$ cat config.mk
export PLATFORM = sky130hd
export DESIGN_NAME = mpeg_audio_frame_sync
export DESIGN_NICKNAME = d
export VERILOG_FILES = /design/src/mafs_pkg.sv /design/src/mpeg_audio_frame_sync.sv /design/src/mafs_ctrl.sv /design/src/mafs_datapath.sv
export SDC_FILE = /design/constraint.sdc
export NUM_CORES = 1
export LEC_CHECK = 0
export ABC_AREA = 1
export BUFFER_PORTS_ARGS = -buffer_cell sky130_fd_sc_hd__buf_2
export CORE_ASPECT_RATIO = 1.5
export CORE_MARGIN = 4
export CORE_UTILIZATION = 55
export DETAILED_ROUTE_END_ITERATION = 8
export PLACE_DENSITY = 0.81
export SYNTH_ARGS = -nofsm -noshare
export SYNTH_HDL_FRONTEND = slang
export SYNTH_SLANG_ARGS = --single-unit
$ cat constraint.sdc
create_clock -name clk -period 7.4 [get_ports clk]
set_input_delay 1.85 -clock clk [delete_from_list [all_inputs] [get_ports clk]]
set_output_delay 1.85 -clock clk [all_outputs]
set_load 0.01 [all_outputs]
$ cat src/mafs_pkg.sv
// Shared types, tables and constants for the MPEG audio frame synchroniser.
// Used by the controller, the datapath, the top level and the checker.
// No dependencies.
package mafs_pkg;

  localparam int unsigned QUO_W     = 12;  // quotient bits of the frame length divide
  localparam int unsigned DIV_STEPS = QUO_W;
  localparam int unsigned DCNT_W    = $clog2(DIV_STEPS);
  localparam int unsigned DVD_W     = 27;  // bitrate times frame constant
  localparam int unsigned DSR_W     = 17;  // sample rate, doubled for low rates in layer 3

  localparam logic [31:0] SYNC_MASK  = 32'hffe00000;
  localparam logic [17:0] L1_FACTOR  = 18'd12000;
  localparam logic [17:0] L23_FACTOR = 18'd144000;
  localparam logic [10:0] LEN_MAX    = 11'd2047;

  localparam logic [8:0] KBPS [0:1][0:2][0:14] = '{
    '{ '{9'd0, 9'd32, 9'd64, 9'd96, 9'd128, 9'd160, 9'd192, 9'd224,
         9'd256, 9'd288, 9'd320, 9'd352, 9'd384, 9'd416, 9'd448},
       '{9'd0, 9'd32, 9'd48, 9'd56, 9'd64, 9'd80, 9'd96, 9'd112,
         9'd128, 9'd160, 9'd192, 9'd224, 9'd256, 9'd320, 9'd384},
       '{9'd0, 9'd32, 9'd40, 9'd48, 9'd56, 9'd64, 9'd80, 9'd96,
         9'd112, 9'd128, 9'd160, 9'd192, 9'd224, 9'd256, 9'd320} },
    '{ '{9'd0, 9'd32, 9'd48, 9'd56, 9'd64, 9'd80, 9'd96, 9'd112,
         9'd128, 9'd144, 9'd160, 9'd176, 9'd192, 9'd224, 9'd256},
       '{9'd0, 9'd8, 9'd16, 9'd24, 9'd32, 9'd40, 9'd48, 9'd56,
         9'd64, 9'd80, 9'd96, 9'd112, 9'd128, 9'd144, 9'd160},
       '{9'd0, 9'd8, 9'd16, 9'd24, 9'd32, 9'd40, 9'd48, 9'd56,
         9'd64, 9'd80, 9'd96, 9'd112, 9'd128, 9'd144, 9'd160} }
  };

  localparam logic [15:0] HZ [0:8] = '{
    16'd44100, 16'd48000, 16'd32000, 16'd22050, 16'd24000,
    16'd16000, 16'd11025, 16'd12000, 16'd8000
  };

  localparam logic [1:0] VER_MPEG1  = 2'd0;
  localparam logic [1:0] VER_MPEG2  = 2'd1;
  localparam logic [1:0] VER_MPEG25 = 2'd2;

  localparam logic ACT_BYTE = 1'b0;
  localparam logic ACT_SEEK = 1'b1;

  localparam logic KIND_HEADER  = 1'b0;
  localparam logic KIND_PAYLOAD = 1'b1;

  typedef struct packed {
    logic       action;
    logic [7:0] data_byte;
  } in_item_t;

  typedef struct packed {
    logic        kind;
    logic [7:0]  payload_byte;
    logic        last_of_frame;
    logic        skipped;
    logic [31:0] header_word;
    logic [1:0]  layer;
    logic [1:0]  version_code;
    logic [3:0]  rate_index;
    logic [10:0] frame_len;
    logic [5:0]  side_info_len;
    logic        crc_present;
    logic        mono;
  } out_item_t;

  typedef enum logic [1:0] {
    S_SCAN,
    S_MUL,
    S_DIV,
    S_EMIT
  } state_t;

  typedef struct packed {
    logic take_byte;
    logic mul_load;
    logic div_step;
    logic emit_hdr;
  } dp_cmd_t;

  typedef struct packed {
    logic hdr_hit;
    logic out_valid;
  } dp_status_t;

endpackage

$ cat src/mpeg_audio_frame_sync.sv
// Top level of the MPEG audio frame synchroniser.
// Joins mafs_ctrl and mafs_datapath; types from mafs_pkg.
//
//  channel  direction  handshake          payload
//  in       input      in_valid/in_stall  in_item_t (action, data_byte)
//  out      output     out_valid/out_stall out_item_t (header or payload result)
//  cfg      input      cfg_valid/cfg_ready frames_to_skip, 3 bits
//
// Payload, seek and header-search bytes leave the controller ready for more.
// The fourth byte of a good header starts the multiply, 12 restoring-divide
// steps for the frame length, and the header request, which waits on the output.
// Reset is synchronous; frames_to_skip returns to 3 and the search restarts.
// A held output request stalls the input; cfg writes are always taken.
module mpeg_audio_frame_sync import mafs_pkg::*; (
  input  logic       clk,
  input  logic       rst,
  input  logic       in_valid,
  output logic       in_stall,
  input  in_item_t   in_data,
  output logic       out_valid,
  input  logic       out_stall,
  output out_item_t  out_data,
  input  logic       cfg_valid,
  output logic       cfg_ready,
  input  logic [2:0] cfg_data
);

  dp_cmd_t    cmd;
  dp_status_t status;

  assign cfg_ready = 1'b1;

  mafs_ctrl u_ctrl (
    .clk       (clk),
    .rst       (rst),
    .in_valid  (in_valid),
    .in_stall  (in_stall),
    .out_stall (out_stall),
    .status    (status),
    .cmd       (cmd)
  );

  mafs_datapath u_dp (
    .clk       (clk),
    .rst       (rst),
    .in_data   (in_data),
    .cfg_valid (cfg_valid),
    .cfg_data  (cfg_data),
    .out_stall (out_stall),
    .cmd       (cmd),
    .status    (status),
    .out_valid (out_valid),
    .out_data  (out_data)
  );

endmodule

$ cat src/mafs_ctrl.sv
// Controller for the frame synchroniser: sequences byte intake, the length
// multiply, the iterative divide and the header request. Uses mafs_pkg.
module mafs_ctrl import mafs_pkg::*; (
  input  logic       clk,
  input  logic       rst,
  input  logic       in_valid,
  output logic       in_stall,
  input  logic       out_stall,
  input  dp_status_t status,
  output dp_cmd_t    cmd
);

  state_t              state, state_next;
  logic [DCNT_W-1:0]   div_cnt, div_cnt_next;
  logic                out_busy;

  assign out_busy = status.out_valid && out_stall;

  always_ff @(posedge clk) begin
    if (rst) begin
      state   <= S_SCAN;
      div_cnt <= '0;
    end else begin
      state   <= state_next;
      div_cnt <= div_cnt_next;
    end
  end

  always_comb begin
    state_next   = state;
    div_cnt_next = div_cnt;
    cmd          = '0;
    in_stall     = 1'b1;
    unique case (state)
      S_SCAN: begin
        in_stall      = out_busy;
        cmd.take_byte = in_valid && !out_busy;
        if (cmd.take_byte && status.hdr_hit) begin
          state_next = S_MUL;
        end
      end
      S_MUL: begin
        cmd.mul_load = 1'b1;
        div_cnt_next = '0;
        state_next   = S_DIV;
      end
      S_DIV: begin
        cmd.div_step = 1'b1;
        if (div_cnt == DCNT_W'(DIV_STEPS - 1)) begin
          state_next = S_EMIT;
        end else begin
          div_cnt_next = div_cnt + 1'b1;
        end
      end
      S_EMIT: begin
        // hold until the output register is free
        if (!out_busy) begin
          cmd.emit_hdr = 1'b1;
          state_next   = S_SCAN;
        end
      end
      default: state_next = S_SCAN;
    endcase
  end

endmodule

$ cat src/mafs_datapath.sv
// Datapath for the frame synchroniser: header window, header decode, length
// multiply and restoring divide, frame counters and the output register.
// Uses mafs_pkg; driven by mafs_ctrl.
module mafs_datapath import mafs_pkg::*; (
  input  logic       clk,
  input  logic       rst,
  input  in_item_t   in_data,
  input  logic       cfg_valid,
  input  logic [2:0] cfg_data,
  input  logic       out_stall,
  input  dp_cmd_t    cmd,
  output dp_status_t status,
  output logic       out_valid,
  output out_item_t  out_data
);

  logic [2:0]        frames_to_skip;
  logic [23:0]       header_window;
  logic [1:0]        header_fill;
  logic              in_frame;
  logic [10:0]       payload_length;
  logic [10:0]       payload_count;
  logic [2:0]        skip_count;
  logic              current_skipped;
  logic [31:0]       hdr;
  logic [DVD_W-1:0]  rem;
  logic [DVD_W:0]    dsr;
  logic [QUO_W-1:0]  quo;

  // header check on the window plus the incoming byte
  logic [31:0] cand;
  logic        cand_ok;
  logic        is_seek;
  logic        is_payload;

  assign cand    = {header_window, in_data.data_byte};
  assign cand_ok = ((cand & SYNC_MASK) == SYNC_MASK) && (cand[18:17] != 2'd0)
                   && (cand[15:12] != 4'd0) && (cand[15:12] != 4'hf)
                   && (cand[11:10] != 2'd3);
  assign is_seek    = (in_data.action == ACT_SEEK);
  assign is_payload = !is_seek && in_frame;

  assign status.hdr_hit   = !is_seek && !in_frame && (header_fill == 2'd3) && cand_ok;
  assign status.out_valid = out_valid;

  // decode of the held header
  logic             lsf;
  logic [1:0]       ver;
  logic [3:0]       rix;
  logic [1:0]       lay;
  logic [1:0]       lay_idx;
  logic [3:0]       br;
  logic             pad;
  logic             crc;
  logic             mono;
  logic [DSR_W-1:0] divisor;
  logic [17:0]      factor;
  logic [5:0]       side;

  always_comb begin
    if (hdr[20]) begin
      lsf = ~hdr[19];
      ver = lsf ? VER_MPEG2 : VER_MPEG1;
      rix = {2'b00, hdr[11:10]} + (lsf ? 4'd3 : 4'd0);
    end else begin
      lsf = 1'b1;
      ver = VER_MPEG25;
      rix = 4'd6 + {2'b00, hdr[11:10]};
    end
    lay_idx = ~hdr[18:17];
    lay     = lay_idx + 2'd1;
    br      = hdr[15:12];
    pad     = hdr[9];
    crc     = ~hdr[16];
    mono    = (hdr[7:6] == 2'd3);
    factor  = (lay == 2'd1) ? L1_FACTOR : L23_FACTOR;
    if (lay == 2'd3 && lsf) begin
      divisor = {HZ[rix], 1'b0};
    end else begin
      divisor = {1'b0, HZ[rix]};
    end
    side = 6'd0;
    if (lay == 2'd3) begin
      if (lsf) side = mono ? 6'd9 : 6'd17;
      else     side = mono ? 6'd17 : 6'd32;
      if (crc) side = side + 6'd2;
    end
  end

  // frame length from the quotient
  logic [13:0] len_wide;
  logic [10:0] len_sat;

  always_comb begin
    if (lay == 2'd1) begin
      len_wide = {quo, 2'b00} + {11'd0, pad, 2'b00} - 14'd4;
    end else begin
      len_wide = {2'b00, quo} + {13'd0, pad} - 14'd4;
    end
    len_sat = (len_wide > {3'd0, LEN_MAX}) ? LEN_MAX : len_wide[10:0];
  end

  logic [DVD_W:0] rem_ext;
  logic [10:0]    count_inc;
  logic           frame_end;

  assign rem_ext   = {1'b0, rem};
  assign count_inc = payload_count + 11'd1;
  assign frame_end = (count_inc >= payload_length);

  // result items for the two kinds of request
  out_item_t pay_item;
  out_item_t hdr_item;
  logic      out_set;

  always_comb begin
    pay_item               = '0;
    pay_item.kind          = KIND_PAYLOAD;
    pay_item.payload_byte  = in_data.data_byte;
    pay_item.last_of_frame = frame_end;
    pay_item.skipped       = current_skipped;

    hdr_item               = '0;
    hdr_item.kind          = KIND_HEADER;
    hdr_item.skipped       = current_skipped;
    hdr_item.header_word   = hdr;
    hdr_item.layer         = lay;
    hdr_item.version_code  = ver;
    hdr_item.rate_index    = rix;
    hdr_item.frame_len     = len_sat;
    hdr_item.side_info_len = side;
    hdr_item.crc_present   = crc;
    hdr_item.mono          = mono;
  end

  assign out_set = (cmd.take_byte && is_payload) || cmd.emit_hdr;

  always_ff @(posedge clk) begin
    if (rst) begin
      frames_to_skip  <= 3'd3;
      header_window   <= '0;
      header_fill     <= '0;
      in_frame        <= 1'b0;
      payload_length  <= '0;
      payload_count   <= '0;
      skip_count      <= '0;
      current_skipped <= 1'b0;
      out_valid       <= 1'b0;
    end else begin
      if (cfg_valid) frames_to_skip <= cfg_data;

      // hold a stalled request, drop a taken one unless a new one arrives
      out_valid <= out_set || (out_valid && out_stall);

      if (cmd.take_byte) begin
        if (is_seek) begin
          header_window   <= '0;
          header_fill     <= '0;
          in_frame        <= 1'b0;
          payload_length  <= '0;
          payload_count   <= '0;
          current_skipped <= 1'b0;
          skip_count      <= frames_to_skip;
        end else if (in_frame) begin
          if (frame_end) begin
            in_frame      <= 1'b0;
            header_fill   <= '0;
            header_window <= '0;
            payload_count <= '0;
          end else begin
            payload_count <= count_inc;
          end
        end else if (header_fill != 2'd3) begin
          header_window <= cand[23:0];
          header_fill   <= header_fill + 2'd1;
        end else if (cand_ok) begin
          header_window   <= '0;
          header_fill     <= '0;
          in_frame        <= 1'b1;
          payload_count   <= '0;
          current_skipped <= (skip_count != 3'd0);
          if (skip_count != 3'd0) skip_count <= skip_count - 3'd1;
        end else begin
          // slide by one byte
          header_window <= cand[23:0];
        end
      end

      if (cmd.emit_hdr) begin
        payload_length <= len_sat;
      end
    end
  end

  // payload registers: header latch, divider and output item
  always_ff @(posedge clk) begin
    if (cmd.take_byte && status.hdr_hit) begin
      hdr <= cand;
    end
    if (cmd.mul_load) begin
      rem <= DVD_W'(KBPS[lsf][lay_idx][br] * factor);
      dsr <= {divisor, {(QUO_W-1){1'b0}}};
      quo <= '0;
    end else if (cmd.div_step) begin
      if (rem_ext >= dsr) begin
        rem <= DVD_W'(rem_ext - dsr);
        quo <= {quo[QUO_W-2:0], 1'b1};
      end else begin
        quo <= {quo[QUO_W-2:0], 1'b0};
      end
      dsr <= dsr >> 1;
    end

    if (cmd.take_byte && is_payload) begin
      out_data <= pay_item;
    end else if (cmd.emit_hdr) begin
      out_data <= hdr_item;
    end
  end

endmodule

==> metrics.txt <==
FILL cells=2,261; syn_area_per_cell=7.72 um2; Syn Std Cell Area=0.0147 mm2; clock tree root driver cell=clkbuf_16; gr ovfl total=0; Hold Buf Count CTS=0; drt initial violations=788; clock skew=0.0220 ns; hold crit path type=reg2reg; Resize count post-CTS=0; antenna violations before repair=0; Clock transition at path regs=0.06 ns; Final min period=6.08 ns; Layout Nets=2,143; area grow syn2layout=9.72%; # setup viols final=0; # diodes=0; worst slew pin tran=1.11 ns; commonest non-fill, non-tap cell in the layout=nand2_1; Mapped Cells=1,904; Top Ports=90; most frequent cells in the layout=nand2_1 (431), inv_1 (258), o21ai_0 (161); drt total wl=37,500 um; Die ar.=0.0295 mm2; Worst-Skew Late Latency=0.55 ns; drt wl/cell=16.2 um; leakage=7.85 nW; crit path max-delay cell type=fa_1; Post-synth top flop=dfxtp_1; Final Hold Vio Count=0; Core ar.=0.0264 mm2; Total GRT Usage=25.1%; Required @ worst endpoint=7.69 ns; Cell Area, Placed=0.0154 mm2; Die Height=208 um; Tcrit/Tclk final=82.1%; post-placement setup slack=1.40 ns; hold slack=0.455 ns; CP max stage delay=0.53 ns; DR pass1 iterations=5; Vias=12,900; fmax=165 MHz; CP delay by family, top=adder cells; Max-cap violations=0; vias per cell=5.58; Detailed Place HPWL=28,300 um; first-pass GRT wire length=61,400 um; largest net degree at the start of global routing=55; synthesis-stage register bit count=230; top cell type's share of synthesized area=19.6%; RSZ-0062 raised after global routing=false; WP buf/inv=7; Final GP Congestion=0.985; Ys Warns=0; TNS Setup=0 ns; Detail Route Antenna Nets=0; Remaining DRCs=0; final worst slack=1.32 ns; Tot Pwr=0.00262 W; ys async rst share=0%; Seq/Total Area, Yosys=37.2%; CTS sink count=230; Slew Limit Fails=0; run status=finished, final reports clean; crit path DAT=6.37 ns; num rows=73; PwrDens=162 mW/mm2; Synth area leaders=dfxtp_1 (20%), edfxtp_1 (18%), ha_1 (12%), nand2_1 (11%), inv_1 (6.6%); layout cells sized above 1=10.2%; maximum vdd ir drop=202 uV; Die W=142 um; Worst setup EP type=register; Crit Path Class=reg2reg; Worst Path Max Fanout=8; CTS tree=done; CP Launch Type=register; Post-synth EDFFs=86; vias in the first global route=12,700; Syn Nets=2,084; setup bufs post-CTS=0; Port-buffer cells=87; slew margin rel.=26.1%; final instance area=0.0161 mm2; CTS H-tree depth=1; CTS Buf Count=23; Initial Utilization=55.7%; clk buf depth=3; leading area contributor after synthesis=dfxtp_1; Netlist cell types=59
[sequential cells by signal, summed over array words and instances (netlist names), 11 cells and up]
signal and cells:
u_dp.payload_count 11, u_dp.hdr 32, u_dp.quo 12, u_dp.payload_length 11
u_dp.dsr 28, u_dp.rem 27, u_dp.header_window 24, u_dp.out_data 68
[where the power goes]
| group | switching (W) | internal (W) | leakage (nW) | total (W) |
|---|---|---|---|---|
| sequential | 0.0000143 | 0.00132 | 1.83 | 0.00134 |
| combinational | 0.0000604 | 0.0000329 | 5.65 | 0.0000934 |
| clock | 0.000518 | 0.000670 | 0.375 | 0.00119 |
| total | 0.000593 | 0.00203 | 7.85 | 0.00262 |
[cells by family after synthesis]
| kind of cell | after synthesis | share of synthesized area, % |
|---|---|---|
| AOI/OAI and AO/OA | 407 | 15.5 |
| muxes | 1 | 0.0681 |
| adders and majority gates | 163 | 15.0 |
| and+or+nand+nor | 746 | 21.9 |
| other | 2 | 0.0511 |
| xor gates and xnor gates | 25 | 1.54 |
| DFF | 230 | 37.2 |
| buffers and inverters | 330 | 8.79 |
[layer usage]
layer  track usage [%]  vias up  wire length, um
met5                 0        -                0
met4              12.2        0             1930
met3              3.36      106             1640
met2              46.8      363            19600
met1              27.6     6047            14300
li1                  -     6411                -
[per-stage QoR]
| step | util, % | cells |
|---|---|---|
| final | 61.1 | 2317 |
| after global routing | 61.1 | 2317 |
| after CTS | 61.1 | 2317 |
| after detailed placement | 58.2 | 2275 |
| after global placement | 58.2 | 2275 |
| after floorplan | - | 1904 |
[path summary, 6_finish.rpt]
kind	from	to	slack (ns)	depth (start not counted)
worst max register to register	u_dp.hdr[20]	u_dp.rem[23]	1.32	32
worst max-delay path	u_dp.hdr[20]	u_dp.rem[23]	1.32	32
worst min register to register	u_dp.frames_to_skip[0]	u_dp.frames_to_skip[0]	0.46	2
worst min-delay path	u_dp.frames_to_skip[0]	u_dp.frames_to_skip[0]	0.46	2
[cells in the mapped netlist, types with 3 or more instances]
master	instances
a211oi_1	6
a21boi_0	3
a21o_1	9
a21oi_1	139
a21oi_2	3
a22oi_1	16
a31oi_1	6
buf_1	5
buf_2	8
buf_4	7
clkbuf_1	41
dfxtp_1	144
edfxtp_1	86
fa_1	23
ha_1	140
inv_1	258
inv_2	5
nand2_1	431
nand2_2	17
nand3_1	78
nand3_2	10
nand4_1	21
nor2_1	148
nor2_2	5
nor2_4	4
nor3_1	11
nor4_1	5
o211ai_1	9
o21a_1	4
o21ai_0	161
o21ai_1	20
o21bai_1	6
o221ai_1	7
o22ai_1	4
or2_2	8
xnor2_1	9
xor2_1	15
[worst reg2reg max path, delay by kind of cell (launching register included)]
family | cells | cell delay, ns
AO/OA/AOI/OAI | 6 | 0.95
flip-flops | 1 | 0.48
AND/OR/NAND/NOR | 13 | 1.55
adder cells (fa/ha/maj) | 6 | 2.14
buffers and inverters | 7 | 0.75
[final cells by class]
class                           count  area, um2  share of cell area [%]
Timing Repair Buffer               99        526                    3.26
Tap cell                          337        422                    2.61
Inverter                          265        995                    6.17
Clock inverter                     12        115                   0.713
Sequential cell                   230       5470                    33.9
Multi-Input combinational cell   1344       7960                    49.3
Clock buffer                       30        654                    4.06
(Power assumes the default switching activity.)
